### config.mk
export PLATFORM = sky130hd
export DESIGN_NAME = i2c_master_bit_sequencer_core
export DESIGN_NICKNAME = d
export VERILOG_FILES = /design/src/rtl/i2cmbs_pkg.sv /design/src/rtl/i2c_master_bit_sequencer_core.sv
export SDC_FILE = /design/constraint.sdc
export NUM_CORES = 1
export LEC_CHECK = 0
export BUFFER_PORTS_ARGS = -buffer_cell sky130_fd_sc_hd__buf_2
export CORE_AREA = 2 2 106 77
export CTS_CLUSTER_SIZE = 40
export DETAILED_ROUTE_END_ITERATION = 8
export DIE_AREA = 0 0 108 79
export PLACE_DENSITY = 0.62
export REMOVE_ABC_BUFFERS = 1
export SYNTH_ARGS = -nofsm -noshare
export SYNTH_HDL_FRONTEND = slang
export SYNTH_SLANG_ARGS = --single-unit
### constraint.sdc
create_clock -name aclk -period 10.9 [get_ports aclk]
set_input_delay 1.635 -clock aclk [delete_from_list [all_inputs] [get_ports aclk]]
set_output_delay 1.635 -clock aclk [all_outputs]
set_load 0.01 [all_outputs]
### src/rtl/i2cmbs_pkg.sv
`timescale 1ns / 1ps
package i2cmbs_pkg;

    localparam int KIND_W = 3;
    localparam int BYTE_W = 8;
    localparam int S_TDATA_W = 16;
    localparam int M_TDATA_W = 16;

    localparam logic [BYTE_W-1:0] HALF_DELAY_RESET = 8'd5;

    // Input kind codes
    localparam logic [KIND_W-1:0] KIND_TICK  = 3'd0;
    localparam logic [KIND_W-1:0] KIND_START = 3'd1;
    localparam logic [KIND_W-1:0] KIND_STOP  = 3'd2;
    localparam logic [KIND_W-1:0] KIND_WBIT  = 3'd3;
    localparam logic [KIND_W-1:0] KIND_RBIT  = 3'd4;
    localparam logic [KIND_W-1:0] KIND_WBYTE = 3'd5;
    localparam logic [KIND_W-1:0] KIND_RBYTE = 3'd6;

    // Running command, one-hot
    typedef enum logic [6:0] {
        OP_IDLE  = 7'b0000001,
        OP_START = 7'b0000010,
        OP_STOP  = 7'b0000100,
        OP_WBIT  = 7'b0001000,
        OP_RBIT  = 7'b0010000,
        OP_WBYTE = 7'b0100000,
        OP_RBYTE = 7'b1000000
    } op_t;

    function automatic op_t kind_to_op(input logic [KIND_W-1:0] kind);
        op_t op;
        case (kind)
            KIND_START: op = OP_START;
            KIND_STOP:  op = OP_STOP;
            KIND_WBIT:  op = OP_WBIT;
            KIND_RBIT:  op = OP_RBIT;
            KIND_WBYTE: op = OP_WBYTE;
            KIND_RBYTE: op = OP_RBYTE;
            default:    op = OP_IDLE;
        endcase
        return op;
    endfunction

endpackage

### src/rtl/i2c_master_bit_sequencer_core.sv
`timescale 1ns / 1ps
// I2C master bit sequencer. Every transfer on the s_ channel is one tick of the
// bus timebase; it may carry a command in s_tuser (start, stop, write bit, read
// bit, write byte with ACK sample, read byte MSB first). Every transfer in yields
// exactly one transfer out on the m_ channel with the SCL/SDA drive levels, busy,
// done, read data, ACK and a refused flag, all as they stand after that tick.
// Each pin change but the SCL fall closing a bit cell is followed by half_delay
// idle ticks (cfg_we/cfg_wdata, reset 5). A command that arrives while another one
// runs is dropped and flagged refused.
// Output: the result of a tick is in m_tdata in the cycle after its transfer.
// Throughput: one tick per cycle unless the output stalls; the whole step is one
// pass of combinational logic from the state registers into the output register.
// Stall: s_tready stays high while the output register is empty or being
// drained, so with m_tready low and a result waiting, input stops until the
// result is taken; nothing is dropped.
// Reset (aresetn low, synchronous): idle, both lines released, output empty,
// half_delay back to 5.
module i2c_master_bit_sequencer_core (
    input  logic                              aclk,
    input  logic                              aresetn,
    // configuration: half_delay
    input  logic                              cfg_we,
    input  logic [i2cmbs_pkg::BYTE_W-1:0]     cfg_wdata,
    // input ticks
    input  logic                              s_tvalid,
    output logic                              s_tready,
    // [7:0] data_value, [8] sda_in, [15:9] zero
    input  logic [i2cmbs_pkg::S_TDATA_W-1:0]  s_tdata,
    // [2:0] kind
    input  logic [i2cmbs_pkg::KIND_W-1:0]     s_tuser,
    // results
    output logic                              m_tvalid,
    input  logic                              m_tready,
    // [0] scl_out, [1] sda_out, [2] busy_res, [3] done_res, [11:4] read_data,
    // [12] ack_bit, [13] refused, [15:14] zero
    output logic [i2cmbs_pkg::M_TDATA_W-1:0]  m_tdata
);
    import i2cmbs_pkg::*;

    // Configuration
    logic [BYTE_W-1:0] half_delay_reg;

    // Sequencer state
    op_t               op_reg,    op_next;
    logic [2:0]        phase_reg, phase_next;
    logic [BYTE_W-1:0] wait_reg,  wait_next;
    logic [3:0]        bit_reg,   bit_next;
    logic [BYTE_W-1:0] shift_reg, shift_next;
    logic              scl_reg,   scl_next;
    logic              sda_reg,   sda_next;

    // Output register
    logic                 m_tvalid_reg;
    logic [M_TDATA_W-1:0] m_tdata_reg;

    // Per-tick result
    logic              res_done;
    logic [BYTE_W-1:0] res_data;
    logic              res_ack;
    logic              res_refused;
    logic              reading;
    logic              sample;
    logic              fin;
    logic              accept;

    logic [KIND_W-1:0] in_kind;
    logic [BYTE_W-1:0] in_data;
    logic              in_sda;

    assign in_kind = s_tuser;
    assign in_data = s_tdata[BYTE_W-1:0];
    assign in_sda  = s_tdata[BYTE_W];

    // Output slot is free when empty or when its contents leave this cycle.
    assign s_tready = !m_tvalid_reg || m_tready;
    assign accept   = s_tvalid && s_tready;
    assign m_tvalid = m_tvalid_reg;
    assign m_tdata  = m_tdata_reg;

    always_comb begin
        op_next     = op_reg;
        phase_next  = phase_reg;
        wait_next   = wait_reg;
        bit_next    = bit_reg;
        shift_next  = shift_reg;
        scl_next    = scl_reg;
        sda_next    = sda_reg;
        res_done    = 1'b0;
        res_data    = '0;
        res_ack     = 1'b0;
        res_refused = 1'b0;
        fin         = 1'b0;

        // Command launch, or refusal while busy
        if (in_kind inside {[KIND_START:KIND_RBYTE]}) begin
            if (op_reg != OP_IDLE) begin
                res_refused = 1'b1;
            end else begin
                op_next    = kind_to_op(in_kind);
                phase_next = 3'd0;
                wait_next  = '0;
                bit_next   = 4'd0;
                case (in_kind)
                    KIND_WBYTE: shift_next = in_data;
                    KIND_WBIT:  shift_next = {in_data[0], {(BYTE_W-1){1'b0}}};
                    default:    shift_next = '0;
                endcase
            end
        end

        // SDA released for read bits and for the ACK slot of a write byte
        reading = (op_next == OP_RBIT) || (op_next == OP_RBYTE) ||
                  ((op_next == OP_WBYTE) && (bit_next >= 4'd8));
        sample  = reading && in_sda;

        if (op_next != OP_IDLE) begin
            if (wait_next != '0) begin
                wait_next = wait_next - 8'd1;
            end else begin
                case (op_next)
                    OP_START: begin
                        case (phase_next)
                            3'd0: begin
                                sda_next = 1'b1;
                                scl_next = 1'b1;
                            end
                            3'd1: sda_next = 1'b0;
                            3'd2: scl_next = 1'b0;
                            default: fin = 1'b1;
                        endcase
                        if (!fin) begin
                            wait_next  = half_delay_reg;
                            phase_next = phase_next + 3'd1;
                        end
                    end
                    OP_STOP: begin
                        case (phase_next)
                            3'd0: sda_next = 1'b0;
                            3'd1: scl_next = 1'b1;
                            3'd2: sda_next = 1'b1;
                            default: fin = 1'b1;
                        endcase
                        if (!fin) begin
                            wait_next  = half_delay_reg;
                            phase_next = phase_next + 3'd1;
                        end
                    end
                    OP_WBIT, OP_RBIT, OP_WBYTE, OP_RBYTE: begin
                        if (phase_next == 3'd0) begin
                            sda_next   = reading ? 1'b1 : shift_next[BYTE_W-1];
                            wait_next  = half_delay_reg;
                            phase_next = 3'd1;
                        end else if (phase_next == 3'd1) begin
                            scl_next   = 1'b1;
                            wait_next  = half_delay_reg;
                            phase_next = 3'd2;
                        end else begin
                            // SCL falls; sample taken on this tick
                            scl_next   = 1'b0;
                            phase_next = 3'd0;
                            wait_next  = '0;
                            if (op_next == OP_WBIT) begin
                                fin = 1'b1;
                            end else if (op_next == OP_RBIT) begin
                                res_data = {{(BYTE_W-1){1'b0}}, sample};
                                fin      = 1'b1;
                            end else if (op_next == OP_WBYTE) begin
                                if (bit_next < 4'd8) begin
                                    shift_next = {shift_next[BYTE_W-2:0], 1'b0};
                                    bit_next   = bit_next + 4'd1;
                                end else begin
                                    res_ack = sample;
                                    fin     = 1'b1;
                                end
                            end else begin
                                shift_next = {shift_next[BYTE_W-2:0], sample};
                                bit_next   = bit_next + 4'd1;
                                if (bit_next >= 4'd8) begin
                                    res_data = shift_next;
                                    fin      = 1'b1;
                                end
                            end
                        end
                    end
                    default: fin = 1'b1;
                endcase
            end
        end

        if (fin) begin
            op_next    = OP_IDLE;
            phase_next = 3'd0;
            wait_next  = '0;
            res_done   = 1'b1;
        end
    end

    always_ff @(posedge aclk) begin
        if (!aresetn) begin
            half_delay_reg <= HALF_DELAY_RESET;
        end else if (cfg_we) begin
            half_delay_reg <= cfg_wdata;
        end
    end

    always_ff @(posedge aclk) begin
        if (!aresetn) begin
            op_reg       <= OP_IDLE;
            phase_reg    <= 3'd0;
            wait_reg     <= '0;
            bit_reg      <= 4'd0;
            shift_reg    <= '0;
            scl_reg      <= 1'b1;
            sda_reg      <= 1'b1;
            m_tvalid_reg <= 1'b0;
        end else if (accept) begin
            op_reg       <= op_next;
            phase_reg    <= phase_next;
            wait_reg     <= wait_next;
            bit_reg      <= bit_next;
            shift_reg    <= shift_next;
            scl_reg      <= scl_next;
            sda_reg      <= sda_next;
            m_tvalid_reg <= 1'b1;
        end else if (m_tready) begin
            m_tvalid_reg <= 1'b0;
        end
    end

    // Payload, no reset
    always_ff @(posedge aclk) begin
        if (accept) begin
            m_tdata_reg <= {2'b00, res_refused, res_ack, res_data, res_done,
                            (op_next != OP_IDLE), sda_next, scl_next};
        end
    end

endmodule

==> flow_metrics.py <==
metrics = {
    "clock_tree": {
        "cts_tree": "yes",
        "htree_levels": 2,
        "clock_path_buffers": 2,
        "cts_made_buffers": 5,
        "cts.clk_slew.worst_paths_ns": 0.10,
        "cts_resized": 0,
        "post_cts_buffers": 0,
        "clk_latency_ns": 0.31,
        "cts_root_buf": "clkbuf_8",
        "holdBufCountCts": 0,
        "clock-sinks": 55,
    },
    "routing": {
        "drc": 0,
        "ant_nets": 0,
        "first_iter_violations": 192,
        "wl_per_cell_um": 15.39,
        "routed_wl_mm": 8.185,
        "vias": 3087,
        "routed_via_density": 5.803,
        "firstDrtPassIters": 5,
    },
    "sta": {
        "clock.fmax_ghz": 0.1951,
        "setup-tns-final_ns": 0,
        "slew_headroom_pct": 41.37,
        "rsz0062_at_grt": "false",
        "final-max-slew-violation-count": 0,
        "finalHoldWorstSlack_ns": 0.4668,
        "fin_crit_ns": 5.126,
        "timing.final.crit_share_pct": 47.03,
        "setup_viol": 0,
        "fin_skew_ns": 0.008042,
        "setup_ws_ns": 5.774,
        "max_slew.worst_pin.slew_ns": 0.8672,
        "hold_viol": 0,
    },
    "floorplanning": {
        "num_rows": 27,
        "die-width_um": 108,
        "start_util_pct": 43.19,
        "core_area_mm2": 0.007601,
        "dieArea_mm2": 0.008532,
        "chipHeight_um": 79,
        "pin_count": 50,
    },
    "setup_path": {
        "crit_path_max_incr_delay_ns": 0.80,
        "startpoint_type": "input pin",
        "cpMaxStageDelayCell": "or4_4",
        "setup.worst_path.class": "in2reg",
        "path_common_cell": "and3_1",
        "endpoint_kind": "flop",
        "arrival_ns": 5.33,
        "path_max_fanout": 39,
        "crit_chain": "buf_2 -> and3_1 -> or4_4 -> nand2_1 -> inv_1 -> ha_1 -> or2_2 -> a221oi_1 -> and4_1 -> and3_1 -> a21oi_1 -> o21ai_0 -> a21boi_1",
        "worstPathRequired_ns": 11.11,
    },
    "synth": {
        "syn_avg_cell_area_um2": 8.047,
        "synthesis.area_mm2": 0.003283,
        "synth_edf_count": 14,
        "yosys_warnings": 0,
        "postSynth.asyncResetShare_pct": 0,
        "synthFlopType": "dfxtp_1",
        "synth_seq_cells": 55,
        "yosysUniqueCellTypes": 69,
        "synth_cells": 408,
        "seq_area_frac_synth_pct": 37.80,
    },
    "placement": {
        "routabilityCongestion": 0.8833,
        "numPlacedInstances": 524,
        "port-buffer-count": 40,
        "placed_cell_area_mm2": 0.003511,
        "dp_hpwl_mm": 5.621,
        "pre_cts_ws_ns": 5.470,
    },
    "global_route": {
        "antenna_found_initial": 0,
        "met3_usage_pct": 3.284,
        "use_met1_pct": 30.15,
        "grt_pass1_vias": 2808,
        "overflow": 0,
        "met2_usage_pct": 29.81,
        "grt-busiest-layer": "met1",
        "grt.total_usage_pct": 20.09,
        "grt_pass1_wl_mm": 13.81,
        "grt_max_degree": 40,
    },
    "layout": {
        "largest_reg_flops": 14,
        "fin_area_mm2": 0.003596,
        "diodes": 0,
        "fin_cells": 532,
        "final_common_cell": "nand2_1",
        "layout_common_cells": "nand2_1 (60), dfxtp_1 (41), buf_2 (40)",
        "layout-drive-gt1-share_pct": 15.31,
        "nets": 467,
        "syn_to_final_growth_pct": 9.527,
    },
    "power": {
        "seqPwrFrac_pct": 44.3,
        "pwr_density_cell_mw_per_mm2": 150.9,
        "p_int_uw": 340.0,
        "clockPowerShare_pct": 21.2,
        "ir_worst_vdd_mv": 0.07268,
        "combinationalPowerShare_pct": 34.5,
        "switching_share_pct": 37.35,
        "power.switching_uw": 202.6,
        "p_leak_uw": 0.001452,
    },
    "hold_path": {
        "hold_class": "reg2reg",
    },
    "status": {
        "outcome": "complete, no violations",
    },
    "job": {
        "drv_cap": 0,
    },
}
## layer usage
metal | vias to the layer above | wire length (um)
li1 | 1522 | -
met1 | 1455 | 4081
met5 | - | 0
met2 | 105 | 3580
met3 | 5 | 479
met4 | 0 | 43
## area by class of cell
type | instances | area [um2]
fillers | 728 | 4005
multi-input cells | 317 | 1894
flip-flops and latches | 55 | 1241
repair buffers | 42 | 215.2
well taps | 101 | 126.4
clock buffers | 6 | 72.57
inverters | 9 | 33.78
clock inverters | 2 | 12.51
## final timing paths
kind / endpoint / cells past startpoint / slack [ns] / startpoint
setup / recovery: bit_reg[1]$_SDFFE_PN0P_ / 13 / 5.77 / s_tuser[2]
hold / removal: wait_reg[7]$_SDFFE_PN0P_ / 2 / 0.47 / half_delay_reg[7]$_SDFFE_PN0P_
setup reg to reg: bit_reg[1]$_SDFFE_PN0P_ / 12 / 6.41 / op_reg[0]$_SDFFE_PN1P_
hold reg to reg: wait_reg[7]$_SDFFE_PN0P_ / 2 / 0.47 / half_delay_reg[7]$_SDFFE_PN0P_
## kinds of logic after synthesis
group,after synthesis,share of synthesized area (%)
compound gates,115,23.44
buf+inv,37,4.801
other cells,1,0.1142
fa+ha+maj,5,1.905
simple gates,177,26.52
xor+xnor,5,1.334
mux,13,4.078
flops,55,37.80
## cell usage after synthesis, types with 5 or more instances
master / count / share of area [%]
nor3_1: 10 / 1.5
o21ai_0: 21 / 3.2
and2_1: 5 / 0.95
nor2_1: 34 / 3.9
a31oi_1: 8 / 1.5
nor2b_1: 10 / 1.9
nand4_1: 6 / 1.1
edfxtp_1: 14 / 13
ha_1: 5 / 1.9
a21oi_1: 34 / 5.2
dfxtp_1: 41 / 25
o21ai_1: 9 / 1.4
nand3_1: 19 / 2.9
and3_1: 9 / 1.7
clkbuf_1: 21 / 2.4
mux2i_1: 10 / 3.0
nand2_1: 60 / 6.9
inv_1: 8 / 0.91
## critical path, delay by kind of cell
family / cells / cell delay [ns]
buf+inv: 2 / 0.25
simple gates: 6 / 2.48
fa+ha+maj: 1 / 0.23
compound gates: 4 / 0.73
## through the flow
step | util [%] | power (uW)
after floorplan | - | 374.5
after global placement | 46.19 | 427.6
after detailed placement | 46.19 | 429.1
after CTS | 47.31 | 543.5
after global routing | 47.31 | 579.3
final | 47.31 | 542.6
## power groups by stage
| stage | Clock [uW] | Combinational (uW) | Sequential [uW] |
|---|---|---|---|
| 4_1_cts | 118 | 186 | 240 |
| 3_5_place_dp | 0 | 184 | 245 |
| 3_3_place_gp | 0 | 183 | 244 |
| 5_1_grt | 126 | 210 | 243 |
| 6_report | 115 | 187 | 240 |
| 2_1_floorplan | 0 | 129 | 245 |
No activity file was read; power rests on OpenSTA's default activity.
